`src/rtl/fwt_pkg.sv`:
```
`timescale 1ns / 1ps
// shared types, codes and width helpers for the fenwick tree prefix-sum core
package fwt_pkg;

    localparam int LEAF_W         = 11;
    localparam int DATA_W         = 32;
    localparam int DEF_MAX_LEAVES = 1024;
    localparam int QUEUE_DEPTH    = 2;

    localparam logic [LEAF_W-1:0] LEAF_RESET = LEAF_W'(1024);

    // input actions
    localparam logic [1:0] ACT_ADD    = 2'd0;
    localparam logic [1:0] ACT_SUM    = 2'd1;
    localparam logic [1:0] ACT_SEARCH = 2'd2;
    localparam logic [1:0] ACT_NONE   = 2'd3;

    // classified commands for the back end
    localparam logic [1:0] OP_ADD    = 2'd0;
    localparam logic [1:0] OP_SUM    = 2'd1;
    localparam logic [1:0] OP_SEARCH = 2'd2;
    localparam logic [1:0] OP_EMPTY  = 2'd3;

    typedef struct packed {
        logic [1:0]               action;
        logic [LEAF_W-1:0]        leaf_index;
        logic signed [DATA_W-1:0] operand_value;
    } t_in_word;

    typedef struct packed {
        logic signed [DATA_W-1:0] prefix_total;
        logic [LEAF_W-1:0]        found_position;
    } t_out_word;

    typedef struct packed {
        logic [1:0]        op;
        logic [LEAF_W-1:0] index;
        logic [DATA_W-1:0] operand;
    } t_cmd;

    typedef struct packed {
        logic full;
        logic empty;
    } t_q_status;

    // width of a tree walk index: holds any node number plus one carry step
    function automatic int walk_width(input int max_leaves);
        int aw;
        aw = $clog2(max_leaves + 1);
        return ((aw > LEAF_W) ? aw : LEAF_W) + 1;
    endfunction

endpackage

```
`src/rtl/fwt_queue.sv`:
```
`timescale 1ns / 1ps
// short command queue between front and back end
module fwt_queue import fwt_pkg::*; (
    input  logic      i_clk,
    input  logic      i_rst_n,
    input  logic      i_push,
    input  t_cmd      i_cmd,
    input  logic      i_pop,
    output t_cmd      o_cmd,
    output t_q_status o_status
);

    localparam int PW = $clog2(QUEUE_DEPTH);
    localparam int CW = $clog2(QUEUE_DEPTH + 1);

    t_cmd          r_mem [QUEUE_DEPTH];
    logic [PW-1:0] r_wp, n_wp;
    logic [PW-1:0] r_rp, n_rp;
    logic [CW-1:0] r_cnt, n_cnt;

    always_comb begin
        n_wp  = r_wp;
        n_rp  = r_rp;
        n_cnt = r_cnt;
        if (i_push) begin
            n_wp = (r_wp == PW'(QUEUE_DEPTH - 1)) ? '0 : r_wp + PW'(1);
        end
        if (i_pop) begin
            n_rp = (r_rp == PW'(QUEUE_DEPTH - 1)) ? '0 : r_rp + PW'(1);
        end
        if (i_push && !i_pop) begin
            n_cnt = r_cnt + CW'(1);
        end else if (i_pop && !i_push) begin
            n_cnt = r_cnt - CW'(1);
        end
    end

    always_ff @(posedge i_clk) begin
        if (!i_rst_n) begin
            r_wp  <= '0;
            r_rp  <= '0;
            r_cnt <= '0;
        end else begin
            r_wp  <= n_wp;
            r_rp  <= n_rp;
            r_cnt <= n_cnt;
        end
    end

    always_ff @(posedge i_clk) begin
        if (i_push) begin
            r_mem[r_wp] <= i_cmd;
        end
    end

    assign o_cmd          = r_mem[r_rp];
    assign o_status.full  = (r_cnt == CW'(QUEUE_DEPTH));
    assign o_status.empty = (r_cnt == '0);

endmodule

```
`config.mk`:
```
export PLATFORM = sky130hd
export DESIGN_NAME = fwt_queue
export DESIGN_NICKNAME = d
export VERILOG_FILES = /design/src/rtl/fwt_pkg.sv /design/src/rtl/fwt_queue.sv
export SDC_FILE = /design/constraint.sdc
export NUM_CORES = 1
export LEC_CHECK = 0
export BUFFER_PORTS_ARGS = -buffer_cell sky130_fd_sc_hd__buf_2
export CORE_UTILIZATION = 26
export CTS_CLUSTER_SIZE = 20
export DETAILED_ROUTE_END_ITERATION = 8
export MAX_ROUTING_LAYER = met4
export PLACE_DENSITY = 0.58
export REMOVE_ABC_BUFFERS = 1
export SLEW_MARGIN = 5
export SYNTH_ARGS = -nofsm -noshare
export SYNTH_HDL_FRONTEND = slang
export SYNTH_SLANG_ARGS = --single-unit
```
`constraint.sdc`:
```
create_clock -name i_clk -period 2.83 [get_ports i_clk]
set_input_delay 0.4245 -clock i_clk [delete_from_list [all_inputs] [get_ports i_clk]]
set_output_delay 0.4245 -clock i_clk [all_outputs]
set_load 0.02 [all_outputs]
```
==> out/results.txt, run 1 <==
Outcome -> completed
Endpoints failing hold -> 0
Critical path peak fanout -> 20
Pwr Total -> 3.16 mW
Post-CTS Resized -> 0
Mapped Avg Cell Area -> 21.5 sq um
Slowest-stage cell, CP -> dfxtp_2
Via/cell ratio -> 4.01
Reg power frac -> 52.3%
Commonest cells after routing, fill and taps aside -> buf_2, edfxtp_1, mux2_2
Crit Path Category -> flop to primary output
Residual DRC -> 0
P_sw -> 702 uW
Clk_skew -> 0.00377 ns
Core footprint -> 12800 sq um
Switch share -> 22.2%
Worst skew pair latency -> 0.34 ns
First-pass GRT wire length -> 9690 um
Power Dens Cells -> 708 nW/um^2
Initial antenna violation count -> 1
Final Slew Violations -> 0
Routed wire length -> 6270 um
Register area share after synthesis -> 80.6%
Yosys cell types -> 17
Final ANT Viol Nets -> 0
Min cycle time layout -> 2.27 ns
Post CTS Setup Buffer Count -> 0
VDD IR max -> 0.267 mV
Clock Root Buffer -> clkbuf_16
CP startpoint kind -> flop
CP peak stage delay -> 0.64 ns
Die ar. -> 13800 sq um
R2R depth -> 2
Initial Util -> 27.1%
M2 GR Usage -> 14.6%
Chip Width -> 118 um
First-pass iteration count of the detailed router -> 4
Max frequency -> 441 MHz
RSZ-0062 raised after global routing -> false
H-tree depth -> 3
Hold Path Cell Cnt -> 1
Clock-pin slew on the worst setup and hold paths -> 0.06 ns
WP data arrival -> 1.84 ns
Busiest grt layer -> met2
Lkg Pwr -> 1.66 nW
Die Y -> 118 um
Cell Area, Synth -> 3480 sq um
Top Ports -> 96
Setup TNS Final -> 0 ns
Setup-failing EPs final -> 0
Area growth syn-to-layout -> 28.3%
Share of layout cells above drive strength 1 -> 59.2%
Row cnt -> 41
HP Start -> i_cmd[43]
Post-Synthesis Cells -> 162
Clk pwr share -> 36.1%
Routing usage on met3 -> 3.88%
Synthesized flop and latch total -> 95
Total gr overflow -> 0
Gr usage total -> 9.89%
Most common cell after layout, fill and taps aside -> buf_2
Max Cap Viol -> 0
Worst-Margin Slew -> 0.574 ns
Hpwl dp -> 4160 um
Clock net sink count -> 95
YS warnings -> 0
R2R Path Start -> r_wp
WL/cell -> 14.1 um
Hold_buf cts -> 0
CP cell instances -> buf_4 > mux2_2 > buf_2
Largest net degree at the start of global routing -> 26
Fin nets -> 318
Combinational group share of total power -> 11.6%
Met1 Track Usage GR -> 11.4%
Vias -> 1784
Relative slew margins -> 61.7%
Internal -> 2.46 mW
IO Port Bufs -> 95
Fin area -> 4460 sq um
CP endpoint kind -> primary output
Vias in the first global route -> 1870
DP Area -> 4180 sq um
Total CTS buffers -> 9
Critical Path RT -> 2.41 ns
Clk buf depth -> 2
Detailed Route Iter0 Violations -> 70
Tcrit/Tclk final -> 80.2%
GPL Wtd Cong -> 0.653
Min-Delay Path Class -> input pin to flop
CTS tree -> built
worst max-delay path, delay by kind of cell (launching register included):
kind,cells,cell delay [ns]
multiplexers,1,0.37
flip-flops,1,0.64
buffers and inverters,2,0.50
registers in the layout (all words and copies together) (netlist names), named ones only:
signal	count
r_wp	1
r_mem	90
r_rp	1
r_cnt	2
metrics by stage:
step	util [%]	hold WS, ns	instances	setup slack, ns
2_1_floorplan	-	0.466	157	-0.0823
3_3_place_gp	32.6	0.481	429	0.853
3_5_place_dp	32.6	0.499	429	0.852
4_1_cts	34.8	0.253	444	0.475
5_1_grt	34.8	0.257	445	0.408
6_report	34.8	0.271	445	0.561
Yosys cell counts (all sizes together):
| library cell | instances | share of area (%) |
|---|---|---|
| and2 | 4 | 0.72 |
| a21boi | 1 | 0.22 |
| xnor2 | 1 | 0.25 |
| nor2b | 2 | 0.36 |
| edfxtp | 90 | 78 |
| o21ai | 1 | 0.14 |
| buf | 5 | 1.4 |
| dfxtp | 5 | 2.9 |
| mux2 | 45 | 15 |
| inv | 1 | 0.11 |
| ha | 1 | 0.36 |
| and2b | 1 | 0.25 |
| xor2 | 2 | 0.50 |
| or3 | 1 | 0.18 |
| nor2 | 1 | 0.11 |
| o21a | 1 | 0.22 |
final timing paths:
kind / end / slack (ns)
worst max-delay path: o_cmd[7] / 0.56
worst min-delay path: r_mem[1][43] / 0.27
worst max register to register: r_mem[1][34] / 1.32
worst min register to register: r_cnt[1] / 0.50
kinds of logic after synthesis:
logic type / Yosys count / share of synthesized area, %
compound gates: 3 / 0.576
xor+xnor: 3 / 0.756
fa+ha+maj: 1 / 0.360
buf+inv: 6 / 1.55
flops: 95 / 80.6
mux: 45 / 14.6
simple gates: 9 / 1.62
routing by layer:
layer / wire length [um] / up-vias
met1: 2660 / 870
met3: 463 / 11
li1: - / 840
met5: 0 / -
met2: 2990 / 63
met4: 157 / 0
final cells by class:
class                           count  area [sq um]
Clock buffer                       11           233
Inverter                            1          3.75
Sequential cell                    95          2800
Timing Repair Buffer              100           526
Fill cell                        1267          8360
Multi-Input combinational cell     61           631
Clock inverter                      4          47.5
Antenna cell                        1          2.50
Tap cell                          172           215
power by group through the flow:
| stage | Clock (mW) | Combinational (mW) | Sequential (mW) |
|---|---|---|---|
| after global placement | 0 | 0.371 | 1.68 |
| after global routing | 1.22 | 0.397 | 1.66 |
| after detailed placement | 0 | 0.374 | 1.68 |
| after floorplan | 0 | 0.221 | 1.68 |
| final | 1.14 | 0.367 | 1.65 |
| after CTS | 1.18 | 0.376 | 1.65 |
Power figures use the tool's default switching activity.
==> run 2, diff against run 1 <==
--- a/config.mk
+++ b/config.mk
@@ -5,6 +5,7 @@
 export SDC_FILE = /design/constraint.sdc
 export NUM_CORES = 1
 export LEC_CHECK = 0
+export ABC_AREA = 1
 export BUFFER_PORTS_ARGS = -buffer_cell sky130_fd_sc_hd__buf_2
 export CORE_UTILIZATION = 26
 export CTS_CLUSTER_SIZE = 20
==> constraint.sdc (replaced) <==
create_clock -name i_clk -period 1.99 [get_ports i_clk]
set_input_delay 0.2985 -clock i_clk [delete_from_list [all_inputs] [get_ports i_clk]]
set_output_delay 0.2985 -clock i_clk [all_outputs]
set_load 0.02 [all_outputs]
==> out/results.txt, run 2 <==
Outcome -> completed
Busiest grt layer -> met2
Slowest-stage cell, CP -> dfxtp_4
Top-area cell type share of the netlist area -> 73.5% (-4.2 points)
Top Ports -> 96 (unchanged)
RSZ-0062 raised after global routing -> false
R2R depth -> 3 (+1)
Register area share after synthesis -> 76.2% (-4.4 points)
Min-Delay Path Class -> input pin to flop
Worst-Margin Slew -> 0.468 ns (-0.106 ns)
Total gr overflow -> 0 (unchanged)
CP cell instances -> buf_12 > mux2_2 > buf_2
Total CTS buffers -> 9 (unchanged)
Initial antenna violation count -> 0 (-1)
Yosys cell types -> 14 (-3)
Relative slew margins -> 68.8% (+7.0 points)
Share of layout cells above drive strength 1 -> 56.4% (-2.8 points)
Final setup margin -> 0.242 ns (-0.319 ns)
Max frequency -> 572 MHz
Vias in the first global route -> 1946 (+4.1%)
Row cnt -> 43 (+4.9%)
Top-count cell post-synth -> edfxtp_1
Fin nets -> 334 (+5.0%)
Pre-CTS setup slack -> 0.399 ns (-0.453 ns)
Tcrit/Tclk final -> 87.8%
Die ar. -> 14600 sq um (+5.7%)
CTS tree -> built
CP endpoint kind -> primary output
Area of the multi-input gates -> 762 sq um (+21%)
List of most frequent post-synthesis cells -> edfxtp_1, mux2_4, nor2_1
Clock net sink count -> 95 (unchanged)
Power Dens Cells -> 944 nW/um^2 (+33%)
Worst skew pair latency -> 0.34 ns (about the same)
Biggest regs -> r_mem (90), r_cnt (2)
Vias -> 1850 (+3.7%)
Initial Util -> 26.6% (-0.52 points)
Die Y -> 121 um (+2.8%)
Final ANT Viol Nets -> 0 (unchanged)
Clock Root Buffer -> clkbuf_16
Hold_buf cts -> 0 (unchanged)
Fill cells -> 1335 (+5.4%)
Post-Synthesis Cells -> 175 (+8.0%)
WL/cell -> 13.9 um (-1.1%)
Clock-pin slew on the worst setup and hold paths -> 0.06 ns (about the same)
WHS -> 0.143 ns (-0.128 ns)
H-tree depth -> 3 (unchanged)
Synthesized flop and latch total -> 95 (unchanged)
Max FFs per register -> 90 (unchanged)
Primary FF master, synth -> edfxtp_1
Crit Path Category -> flop to primary output
Final Slew Violations -> 0 (unchanged)
Commonest cells after routing, fill and taps aside -> buf_2, edfxtp_1, mux2_4
Pwr Total -> 4.40 mW (+39%)
Largest net degree at the start of global routing -> 33 (+27%)
IO Port Bufs -> 95 (unchanged)
Most common cell after layout, fill and taps aside -> buf_2
VDD IR max -> 0.294 mV (+9.8%)
Ranking of synthesized cells by area -> edfxtp_1, mux2_4, dfxtp_1
CP startpoint kind -> flop
Core footprint -> 13800 sq um (+7.8%)
M2 GR Usage -> 15.6% (+1.0 points)
Most flop-heavy register -> r_mem
Hold Path Cell Cnt -> 1 (unchanged)
Min cycle time layout -> 1.75 ns
CP peak stage delay -> 0.42 ns (-0.22 ns)
Setup TNS Final -> 0 ns (unchanged)
Routed wire length -> 6530 um (+4.3%)
Gr usage total -> 10.0% (+0.15 points)
Max Cap Viol -> 0 (unchanged)
Met1 Track Usage GR -> 10.9% (-0.49 points)
First-pass iteration count of the detailed router -> 6 (+2)
First-pass GRT wire length -> 10100 um (+4.5%)
Residual DRC -> 0 (unchanged)
FFs w/ async S/R, synth -> 0% (unchanged)
Clk buf depth -> 2 (unchanged)
Lkg Pwr -> 1.85 nW (+12%)
Post-synth EDFFs -> 90 (unchanged)
Post-CTS Resized -> 0 (unchanged)
Critical Path RT -> 1.69 ns (-0.72 ns)
Post-synth top area cell -> edfxtp_1
Routing usage on met3 -> 3.29% (-0.59 points)
Register area -> 2810 sq um (about the same)
Mapped Avg Cell Area -> 21.0 sq um (-2.1%)
Setup-failing EPs final -> 0 (unchanged)
Via/cell ratio -> 3.94 (-1.6%)
Critical path peak fanout -> 14 (-30%)
Detailed Route Iter0 Violations -> 89 (+27%)
Cell Area, Synth -> 3680 sq um (+5.8%)
Clk_skew -> 0.00267 ns (-0.00110 ns)
Hpwl dp -> 4450 um (+6.9%)
Area growth syn-to-layout -> 26.9%
YS warnings -> 0 (unchanged)
Inserted Diodes -> 0 (-1)
Chip Width -> 121 um (+2.8%)
WP data arrival -> 1.45 ns (-0.39 ns)
GPL Wtd Cong -> 0.660 (+1.1%)
Endpoints failing hold -> 0 (unchanged)
run 2: area by class of cell:
class | instances | area share, %
clock buffers | 11 | 4.99
flip-flops and latches | 95 | 60.1
well taps | 180 | 4.83
clock inverters | 5 | 0.536
multi-input cells | 67 | 16.3
repair buffers | 103 | 12.5
inverters | 8 | 0.643
run 2: per-layer routing:
metal / share of wire (%) / wire length (um) / up-vias
li1: - / - / 883
met1: 42 / 2720 / 889
met2: 48 / 3150 / 65
met3: 7.7 / 505 / 13
met4: 2.5 / 163 / 0
met5: 0 / 0 / -
run 2: logic make-up (layout without fill, tap and decap cells):
| logic type | after synthesis | in the layout | share of synthesized area (%) |
|---|---|---|---|
| flops | 95 | 95 | 76.2 |
| mux | 45 | 45 | 17.9 |
| simple gates | 19 | 19 | 2.04 |
| buf+inv | 13 | 127 | 3.30 |
| compound gates | 2 | 2 | 0.272 |
| fa+ha+maj | 1 | 1 | 0.340 |
run 2: final timing paths:
| path | endpoint | slack, ns | from |
|---|---|---|---|
| max | o_cmd[33] | 0.24 | flop |
| min | r_mem[0][18] | 0.14 | i_cmd[18] |
| max reg2reg | r_mem[1][41] | 0.53 | r_wp |
| min reg2reg | flop | 0.50 | r_rp |
run 2: timing repair:
action / CTS / global route
hold endpoints to repair: 0 / 0
setup buffers: 0 / 2
setup endpoints to repair: 0 / 5
run 2: worst max-delay path, delay by kind of cell (launching register included):
family	cells	cell delay [ns]
flops	1	0.42
mux	1	0.34
buf+inv	2	0.34
run 2: report_power, final:
group          internal (mW)  switching, mW  leakage, nW
sequential              2.31         0.0326        0.887
clock                  0.834          0.675        0.124
combinational          0.254          0.300        0.842
total                   3.40           1.01         1.85
run 2: metrics by stage:
stage,cell area (sq um),instances,utilization [%]
5_1_grt,4670,469,33.8
6_report,4670,469,33.8
2_1_floorplan,3590,170,-
3_3_place_gp,4380,451,31.7
3_5_place_dp,4380,451,31.7
4_1_cts,4640,467,33.6
