`config.mk`:
```
export PLATFORM = sky130hd
export DESIGN_NAME = fwt_front
export DESIGN_NICKNAME = d
export VERILOG_FILES = /design/src/rtl/fwt_pkg.sv /design/src/rtl/fwt_front.sv
export SDC_FILE = /design/constraint.sdc
export NUM_CORES = 1
export LEC_CHECK = 0
export BUFFER_PORTS_ARGS = -buffer_cell sky130_fd_sc_hd__buf_2
export CORE_AREA = 3 3 53 67
export DETAILED_ROUTE_END_ITERATION = 6
export DIE_AREA = 0 0 56 70
export PLACE_DENSITY_LB_ADDON = 0.3
export SYNTH_ARGS = -nofsm -noshare
export SYNTH_HDL_FRONTEND = slang
export SYNTH_SLANG_ARGS = --single-unit
```
`constraint.sdc`:
```
create_clock -name vclk -period 2.71
set_clock_uncertainty 0.15 [all_clocks]
set_input_delay 0.542 -clock vclk [all_inputs]
set_output_delay 0.542 -clock vclk [all_outputs]
set_load 0.01 [all_outputs]
```
`src/rtl/fwt_pkg.sv`:
```
`timescale 1ns / 1ps
// shared types, codes and width helpers for the fenwick tree prefix-sum core
package fwt_pkg;

    localparam int LEAF_W         = 11;
    localparam int DATA_W         = 32;
    localparam int DEF_MAX_LEAVES = 1024;
    localparam int QUEUE_DEPTH    = 2;

    localparam logic [LEAF_W-1:0] LEAF_RESET = LEAF_W'(1024);

    // input actions
    localparam logic [1:0] ACT_ADD    = 2'd0;
    localparam logic [1:0] ACT_SUM    = 2'd1;
    localparam logic [1:0] ACT_SEARCH = 2'd2;
    localparam logic [1:0] ACT_NONE   = 2'd3;

    // classified commands for the back end
    localparam logic [1:0] OP_ADD    = 2'd0;
    localparam logic [1:0] OP_SUM    = 2'd1;
    localparam logic [1:0] OP_SEARCH = 2'd2;
    localparam logic [1:0] OP_EMPTY  = 2'd3;

    typedef struct packed {
        logic [1:0]               action;
        logic [LEAF_W-1:0]        leaf_index;
        logic signed [DATA_W-1:0] operand_value;
    } t_in_word;

    typedef struct packed {
        logic signed [DATA_W-1:0] prefix_total;
        logic [LEAF_W-1:0]        found_position;
    } t_out_word;

    typedef struct packed {
        logic [1:0]        op;
        logic [LEAF_W-1:0] index;
        logic [DATA_W-1:0] operand;
    } t_cmd;

    typedef struct packed {
        logic full;
        logic empty;
    } t_q_status;

    // width of a tree walk index: holds any node number plus one carry step
    function automatic int walk_width(input int max_leaves);
        int aw;
        aw = $clog2(max_leaves + 1);
        return ((aw > LEAF_W) ? aw : LEAF_W) + 1;
    endfunction

endpackage

```
`src/rtl/fwt_front.sv`:
```
`timescale 1ns / 1ps
// front end: input handshake, range checks and classification into commands
module fwt_front import fwt_pkg::*; #(
    parameter int MAX_LEAVES = DEF_MAX_LEAVES
) (
    input  logic                                i_in_valid,
    output logic                                o_in_stall,
    input  t_in_word                            i_in_word,
    input  logic [walk_width(MAX_LEAVES)-1:0]   i_n,
    input  logic                                i_clearing,
    input  t_q_status                           i_q_status,
    output logic                                o_push,
    output t_cmd                                o_cmd
);

    localparam int WW = walk_width(MAX_LEAVES);

    logic [WW-1:0] idx_ext;
    logic [WW-1:0] idx_sat;
    logic          keep;

    always_comb begin
        idx_ext = WW'(i_in_word.leaf_index);
        idx_sat = (idx_ext > i_n) ? i_n : idx_ext;
        keep        = 1'b0;
        o_cmd.op      = OP_EMPTY;
        o_cmd.index   = i_in_word.leaf_index;
        o_cmd.operand = i_in_word.operand_value;
        unique case (i_in_word.action)
            ACT_ADD: begin
                // adds outside 1..n are dropped
                keep     = (idx_ext != '0) && (idx_ext <= i_n);
                o_cmd.op = OP_ADD;
            end
            ACT_SUM: begin
                keep        = 1'b1;
                o_cmd.index = LEAF_W'(idx_sat);
                o_cmd.op    = (idx_sat == '0) ? OP_EMPTY : OP_SUM;
            end
            ACT_SEARCH: begin
                keep     = 1'b1;
                o_cmd.op = ($signed(i_in_word.operand_value) > 32'sd0) ? OP_SEARCH
                                                                       : OP_EMPTY;
            end
            ACT_NONE: begin
                keep = 1'b0;
            end
        endcase
    end

    assign o_in_stall = i_q_status.full || i_clearing;
    assign o_push     = i_in_valid && !o_in_stall && keep;

endmodule

```
==> impl_metrics.csv, run 1 <==
group,metric,value,unit
status,outcome,"finished with violations",
status,violations,"negative setup slack",
yosys,synth_area,976,sq um
setup_path,slowest_stage,"a211o_1",
die,rows,22,
setup_path,critPathKind,"input pin to output port",
finish,seqCellArea,0,sq um
power_and_ir_drop,p_sw_share,43.2,%
detailed_routing,drt-total-wl,3370,microns
setup_path,worstPathMaxFanout,6,
finish,finish.utilization,59.6,%
finish,clkbuf_count,0,
power_and_ir_drop,peakVddDrop,0.0000986,V
sta,rsz0062_at_grt,"yes",
yosys,ys_seq_area_share,0,%
setup_path,worstPathCellList,"buf_2 > ha_1 > a211o_1 > a2bb2oi_2 > nor4b_4 > nand3b_4 > mux2_4 > buf_6",
worst_hold_path,min_to,"o_cmd[16]",
sta,finalCriticalPeriod,2.95,ns
placement,io_buffers,107,
setup_path,end_kind,"output port",
die,io_pins,108,
flow_run,drv_cap,0,
global_routing,antenna_found_initial,0,
sta,setup_viol,13,
power_and_ir_drop,pwr-share-seq,0,%
die,die_w,56,microns
detailed_routing,antenna_left,0,
sta,timing.final.crit_share,109,%
detailed_routing,wl_per_cell,13.2,microns
setup_path,critPathLaunchType,"input pin",
placement,routabilityCongestion,0.789,
power_and_ir_drop,p_per_area,163,nW/um^2
sta,setup_ws,-0.240,ns
finish,nets,298,
sta,slew_violations,0,
die,initial_core_util,32.8,%
worst_hold_path,worst_hold_path_type,"input pin to output port",
detailed_routing,via_per_inst,4.74,
sta,setup-tns-final,-2.94,ns
sta,hold_viol,0,
finish,multi_input_area,826,sq um
yosys,synth_cell_type_count,25,
finish,n_antenna_cell,0,
finish,syn_to_final_growth,81.7,%
yosys,yosys_warnings,0,
yosys,avgSynthCellArea,8.00,sq um
finish,final_cell_mix,"buf_2 (87), buf_4 (23), buf_6 (18), nor4_1 (12), mux2_4 (11)",
global_routing,grt_pass1_vias,1173,
sta,fmax,339,MHz
power_and_ir_drop,combPwrFrac,100.0,%
setup_path,cpPeakStageDelay,0.32,ns
finish,seq_cells,0,
power_and_ir_drop,p_sw,0.125,mW
placement,hpwl,2690,microns
finish,drive_gt1_share,75.0,%
setup_path,critPathRequiredTime,2.02,ns
worst_hold_path,min_path_cells,2,
setup_path,critPathBufInv,2,
die,core_area,2970,sq um
die,die_area,3920,sq um
finish,final_common_cell,"buf_2",
die,die_h,70,microns
global_routing,track_usage,15.4,%
power_and_ir_drop,internal_power,0.164,mW
detailed_routing,drc,0,
detailed_routing,drtIter0Drc,18,
global_routing,gr-total-overflow,0,
setup_path,critPathArrivalTime,2.26,ns
sta,worstMarginPinSlew,0.314,ns
global_routing,grt_first_pass_wirelength,5150,microns
yosys,syn_inst,122,
setup_path,path_delay_family,"simple AND/OR/NAND/NOR gates",
power_and_ir_drop,p_leak,1.01,nW
detailed_routing,vias,1213,
global_routing,grt_max_degree,7,
detailed_routing,drtPass1Iterations,4,
sta,relSlewSlack,78.9,%
yosys,syn_nets,198,
finish,fillers,276,
power_and_ir_drop,clkPwrFrac,0,%
worst_hold_path,min_from,"i_in_word[16]",
==> timing repair <==
action / 4_1_cts / 5_1_grt
pin swaps: 8 / 8
cloned: 1 / 0
hold buffers: 0 / 0
hold endpoints to repair: 0 / 0
setup endpoints to repair: 13 / 13
setup buffers: 0 / 2
gates resized for setup: 27 / 21
==> metal layers <==
metal  track usage, %  part of all wire (%)
met5                0                     0
met4                0                  0.24
met3             4.99                    13
met2             31.6                    56
met1             15.4                    31
==> layout make-up <==
type,instances,area share (%)
Inverter,15,3.46
Tap cell,36,2.54
Timing Repair Buffer,130,47.4
Multi-Input combinational cell,75,46.6
==> cells in the mapped netlist <==
master | n | area share, %
a211o_1 | 1 | 0.90
a211oi_1 | 2 | 1.5
a21oi_1 | 2 | 1.0
a2bb2oi_2 | 1 | 1.5
and2b_2 | 1 | 0.90
buf_12 | 1 | 2.1
buf_4 | 32 | 25
ha_1 | 15 | 19
inv_1 | 15 | 5.8
mux2_2 | 2 | 2.3
mux2_4 | 9 | 14
nand2_1 | 6 | 2.3
nand2b_1 | 1 | 0.64
nand3_1 | 2 | 1.0
nand3b_4 | 1 | 2.1
nand4_1 | 3 | 1.9
nand4b_1 | 2 | 1.8
nor2_1 | 5 | 1.9
nor3_1 | 2 | 1.0
nor4_1 | 13 | 8.3
nor4b_2 | 1 | 1.5
o21ai_0 | 2 | 1.0
o21ba_2 | 1 | 1.0
o221ai_1 | 1 | 0.90
o31ai_1 | 1 | 0.77
==> power by group through the flow <==
stage	Clock, mW	Sequential, mW	Combinational, mW
global placement	0	0	0.226
finish	0	0	0.289
detailed placement	0	0	0.228
floorplan	0	0	0.133
global route	0	0	0.315
CTS	0	0	0.263
==> stage by stage <==
stage	worst slack (ns)	area, sq um	std cells	hold WS, ns	power, mW
after floorplan	0.00248	996	122	1.03	0.133
after global placement	-0.387	1470	253	1.13	0.226
after detailed placement	-0.365	1470	253	1.13	0.228
after CTS	-0.241	1640	254	1.13	0.263
after global routing	-0.314	1770	256	1.14	0.315
final	-0.240	1770	256	1.13	0.289
==> logic make-up (layout without fill, tap and decap cells) <==
| group | Yosys count | after routing | synth area share, % |
|---|---|---|---|
| simple gates | 37 | 38 | 23.5 |
| fa+ha+maj | 15 | 15 | 19.2 |
| mux | 11 | 11 | 16.2 |
| compound gates | 11 | 11 | 8.72 |
| buf+inv | 48 | 145 | 32.4 |
==> how the worst max path moves through the flow <==
stage,from,end,slack [ns],cells past startpoint
2_1_floorplan,i_n[5],o_cmd[33],0.002,8
3_3_place_gp,i_in_word[38],o_cmd[42],-0.39,8
3_5_place_dp,i_n[9],o_cmd[42],-0.36,9
4_1_cts,i_in_word[41],o_cmd[39],-0.24,8
5_1_grt,i_n[9],o_cmd[39],-0.31,9
6_report,i_in_word[40],o_cmd[40],-0.24,8
No activity file was read; power rests on OpenSTA's default activity.
==> inputs of run 2 (changes only) <==
--- a/config.mk
+++ b/config.mk
@@ -5,10 +5,10 @@
 export SDC_FILE = /design/constraint.sdc
 export NUM_CORES = 1
 export LEC_CHECK = 0
-export BUFFER_PORTS_ARGS = -buffer_cell sky130_fd_sc_hd__buf_2
-export CORE_AREA = 3 3 53 67
+export CORE_AREA = 3 3 44 46
 export DETAILED_ROUTE_END_ITERATION = 6
-export DIE_AREA = 0 0 56 70
+export DIE_AREA = 0 0 47 49
+export DONT_BUFFER_PORTS = 1
 export PLACE_DENSITY_LB_ADDON = 0.3
 export SYNTH_ARGS = -nofsm -noshare
 export SYNTH_HDL_FRONTEND = slang
==> constraint.sdc (replaced) <==
create_clock -name vclk -period 2.4
set_clock_uncertainty 0.15 [all_clocks]
set_input_delay 0.48 -clock vclk [all_inputs]
set_output_delay 0.48 -clock vclk [all_outputs]
set_load 0.01 [all_outputs]
==> run 2 against run 1 <==
Compared with the run above: the flow still finishes with violations (negative setup slack); final cell count is 58% lower; non-clock buffer count is 128 lower; total power is 51% lower; critical path type unchanged; largest power group unchanged.
==> impl_metrics.csv, run 2 (synthesized netlist as in run 1, its figures left out) <==
group,metric,value,unit
status,outcome,"finished with violations",
finish,drive_gt1_share,32.6,%
sta,finalCriticalPeriod,2.65,ns
finish,clkbuf_count,0,
sta,fmax,377,MHz
worst_hold_path,worst_hold_path_type,"input pin to output port",
setup_path,end_kind,"output port",
global_routing,grt_max_degree,7,
finish,fillers,137,
power_and_ir_drop,p_sw_share,46.9,%
detailed_routing,drtIter0Drc,8,
finish,seq_cells,0,
setup_path,critPathArrivalTime,2.02,ns
status,violations,"negative setup slack",
detailed_routing,via_per_inst,7.17,
power_and_ir_drop,p_sw,0.0658,mW
detailed_routing,wl_per_cell,22.6,microns
placement,routabilityCongestion,0.699,
sta,relSlewSlack,76.9,%
setup_path,critPathKind,"input pin to output port",
placement,pre_cts_ws,-0.312,ns
power_and_ir_drop,clkPwrFrac,0,%
power_and_ir_drop,pwr-share-seq,0,%
finish,final_common_cell,"inv_1",
die,die_w,47,microns
setup_path,cpPeakStageDelay,0.34,ns
setup_path,path_delay_family,"simple AND/OR/NAND/NOR gates",
power_and_ir_drop,internal_power,0.0744,mW
setup_path,worstPathMaxFanout,6,
global_routing,grt_pass1_vias,843,
die,initial_core_util,63.3,%
setup_path,worstPathCellList,"ha_4 > a211o_1 > a2bb2oi_2 > nor4b_4 > nand3b_4 > mux2_4",
finish,nets,170,
placement,io_buffers,0,
global_routing,track_usage,18.6,%
placement,hpwl,1920,microns
sta,setup_viol,13,
sta,slew_violations,0,
finish,fin_cells,108,
finish,seqCellArea,0,sq um
sta,setup-tns-final,-2.99,ns
placement,place_inst,106,
power_and_ir_drop,p_per_area,155,nW/um^2
die,io_pins,108,
sta,hold_viol,0,
detailed_routing,antenna_left,0,
global_routing,gr-total-overflow,0,
setup_path,slowest_stage,"mux2_4",
detailed_routing,vias,774,
finish,syn_to_final_growth,-7.31,%
die,core_area,1540,sq um
detailed_routing,drtPass1Iterations,3,
setup_path,critPathRequiredTime,1.77,ns
sta,worstMarginPinSlew,0.344,ns
power_and_ir_drop,combPwrFrac,100.0,%
global_routing,grt_first_pass_wirelength,3420,microns
die,die_h,49,microns
die,die_area,2300,sq um
detailed_routing,drt-total-wl,2450,microns
sta,timing.final.crit_share,110,%
detailed_routing,drc,0,
power_and_ir_drop,peakVddDrop,0.0000786,V
sta,setup_ws,-0.251,ns
power_and_ir_drop,p_leak,0.439,nW
setup_path,critPathLaunchType,"input pin",
global_routing,antenna_found_initial,0,
setup_path,critPathBufInv,0,
die,rows,14,
sta,rsz0062_at_grt,"yes",
finish,n_antenna_cell,0,
finish,final_cell_mix,"inv_1 (14), nor4_1 (12), mux2_4 (11), ha_1 (11), nand2_1 (6)",
flow_run,drv_cap,0,
-- run 2: changes by cell type in the layout (fill, tap and decap cells not counted), sizes merged --
| cell | change |
|---|---|
| buf | -128 |
-- run 2: per-stage QoR --
step,power (mW),area [sq um],utilization (%),hold WS (ns)
2_1_floorplan,0.155,1030,-,0.902
3_3_place_gp,0.110,800,51.9,0.810
3_5_place_dp,0.112,800,51.9,0.810
4_1_cts,0.130,865,56.1,0.810
5_1_grt,0.155,905,58.7,0.810
6_report,0.140,905,58.7,0.810
-- run 2: layout make-up --
class	count	area, sq um	share of cell area (%)
inverter	15	68.8	7.61
multi-input combinational	75	801	88.5
tap	16	20.0	2.21
timing repair buffer	2	15.0	1.66
-- run 2: what timing repair did --
action,4_1_cts,5_1_grt
pin swaps,4,4
hold buffers,0,0
setup endpoints to repair,13,13
setup buffers,0,1
gates cloned,1,0
gates resized for setup,8,6
-- run 2: path summary, 6_finish.rpt --
check / startpoint / end / cells past startpoint
hold / removal: i_in_word[6] / o_cmd[6] / 0
setup / recovery: i_in_word[41] / o_cmd[37] / 6
-- run 2: power groups by stage --
stage	Combinational (mW)	Clock [mW]	Sequential, mW
final	0.140	0	0
after global routing	0.155	0	0
after CTS	0.130	0	0
after detailed placement	0.112	0	0
after global placement	0.110	0	0
after floorplan	0.155	0	0
-- run 2: per-layer routing --
metal	up-vias	wire, microns	track usage, %
met4	0	0	0.922
met1	366	914	23.9
met5	-	0	0
met2	60	1240	31.7
met3	0	291	4.80
li1	348	-	-
==> inputs of run 3 (changes only) <==
--- a/config.mk
+++ b/config.mk
@@ -5,9 +5,11 @@
 export SDC_FILE = /design/constraint.sdc
 export NUM_CORES = 1
 export LEC_CHECK = 0
-export CORE_AREA = 3 3 44 46
+export CELL_PAD_IN_SITES_DETAIL_PLACEMENT = 0
+export CELL_PAD_IN_SITES_GLOBAL_PLACEMENT = 2
+export CORE_AREA = 3 3 57 73
 export DETAILED_ROUTE_END_ITERATION = 6
-export DIE_AREA = 0 0 47 49
+export DIE_AREA = 0 0 60 76
 export DONT_BUFFER_PORTS = 1
 export PLACE_DENSITY_LB_ADDON = 0.3
 export SYNTH_ARGS = -nofsm -noshare
==> run 3 against run 2 <==
Compared with the run above: the flow still finishes with violations (negative setup slack); sequential share of layout area is the same; clock-buffer cell count unchanged; wire length up 3.1%; combinational power increased by 5%; core utilization decreased by 31 points; highest routed layer unchanged; total power grew 4.9%; largest cell class unchanged; maximum frequency fell by 0.21%; critical path depth did not move; die area is 98% higher.
==> impl_metrics.csv, run 3 (synthesized netlist as in run 1, its figures left out) <==
group,metric,value,unit
die,die_area,4560,sq um
finish,n_antenna_cell,0,
setup_path,worstPathMaxFanout,6,
finish,finish.utilization,27.3,%
global_routing,grt_pass1_vias,858,
sta,relSlewSlack,73.1,%
flow_run,drv_cap,0,
sta,fmax,376,MHz
status,violations,"negative setup slack",
sta,finalCriticalPeriod,2.66,ns
power_and_ir_drop,p_per_area,155,nW/um^2
sta,slew_violations,0,
setup_path,critPathKind,"input pin to output port",
placement,post_dp_cell_area,851,sq um
setup_path,cp-startpoint,"i_in_word[41]",
setup_path,critPathRequiredTime,1.77,ns
sta,rsz0062_at_grt,"yes",
global_routing,gr-total-overflow,0,
setup_path,end_kind,"output port",
detailed_routing,vias,752,
placement,io_buffers,0,
detailed_routing,drt-total-wl,2520,microns
placement,routabilityCongestion,0.838,
global_routing,grt_first_pass_wirelength,3870,microns
die,rows,24,
finish,seq_cells,0,
finish,postLayoutCellArea,951,sq um
placement,hpwl,2160,microns
detailed_routing,via_per_inst,5.65,
worst_hold_path,min_from,"i_in_word[17]",
global_routing,track_usage,10.3,%
die,io_pins,108,
global_routing,antenna_found_initial,0,
die,die_w,60,microns
sta,timing.final.crit_share,111,%
power_and_ir_drop,peakVddDrop,0.0000570,V
finish,final_cell_mix,"inv_1 (12), nor4_1 (12), mux2_4 (11), ha_1 (11), nand2_1 (6)",
finish,nets,172,
detailed_routing,drc,0,
power_and_ir_drop,total_power,0.147,mW
detailed_routing,drtIter0Drc,17,
setup_path,critPathLaunchType,"input pin",
finish,seqCellArea,0,sq um
finish,clkbuf_count,0,
detailed_routing,wl_per_cell,19.0,microns
die,die_h,76,microns
clocking,holdBufCountCts,0,
worst_hold_path,worst_hold_path_type,"input pin to output port",
sta,setup_viol,13,
setup_path,worstPathCellList,"ha_4 > a211o_1 > a2bb2oi_2 > nor4b_4 > nand3b_4 > mux2_4",
die,core_area,3480,sq um
sta,setup_ws,-0.257,ns
setup_path,cpPeakStageDelay,0.34,ns
finish,fin_cells,133,
detailed_routing,antenna_left,0,
sta,setup-tns-final,-3.29,ns
setup_path,critPathArrivalTime,2.03,ns
finish,fillers,391,
setup_path,slowest_stage,"mux2_4",
global_routing,grt_max_degree,7,
power_and_ir_drop,p_leak,0.449,nW
sta,worstMarginPinSlew,0.399,ns
sta,hold_viol,0,
die,initial_core_util,28.0,%
finish,drive_gt1_share,36.2,%
clocking,post-cts-setup-buffers,0,
finish,syn_to_final_growth,-2.56,%
detailed_routing,drtPass1Iterations,2,
status,outcome,"finished with violations",
placement,place_inst,132,
==> run 3: cell count changes in the layout (fill, tap and decap cells not counted) <==
cell,previous run,this run
buf_4,2,3
buf_6,0,1
ha_2,1,0
ha_4,3,4
inv_1,14,12
inv_2,0,2
o221ai_2,0,1
o221ai_4,1,0
==> run 3: path summary, 6_finish.rpt <==
kind	to	slack, ns	cells after the start
worst max-delay path	o_cmd[38]	-0.26	6
worst min-delay path	o_cmd[17]	0.81	0
==> run 3: routing by layer <==
metal	track usage, %	share of wire [%]
met5	0	0
met4	0.222	0
met3	2.54	10
met2	20.7	57
met1	10.7	33
==> run 3: report_power, final <==
| part | switching, mW | internal [mW] |
|---|---|---|
| registers | 0 | 0 |
| clock network | 0 | 0 |
| logic | 0.0675 | 0.0796 |
| total | 0.0675 | 0.0796 |
==> run 3: worst max-delay path: cells and delay by family <==
kind                     cells  cell delay [ns]
AND/OR/NAND/NOR              2             0.55
multiplexers                 1             0.34
adder cells (fa/ha/maj)      1             0.22
AO/OA/AOI/OAI                2             0.44
==> run 3: cell type report <==
| cell class | count | area, sq um | area share (%) |
|---|---|---|---|
| multi-input cells | 75 | 800 | 84.1 |
| inverters | 15 | 68.8 | 7.24 |
| well taps | 39 | 48.8 | 5.13 |
| repair buffers | 4 | 33.8 | 3.55 |
==> run 3: timing repair <==
item	in CTS	in global routing
endpoints found under the setup margin	13	13
gates cloned	1	0
pin swaps	4	6
gates resized for setup	9	8
==> run 3: through the flow <==
step	hold slack (ns)	setup WS, ns
3_3_place_gp	0.810	-0.337
6_report	0.810	-0.257
5_1_grt	0.810	-0.332
3_5_place_dp	0.810	-0.367
4_1_cts	0.810	-0.280
2_1_floorplan	0.902	-0.177
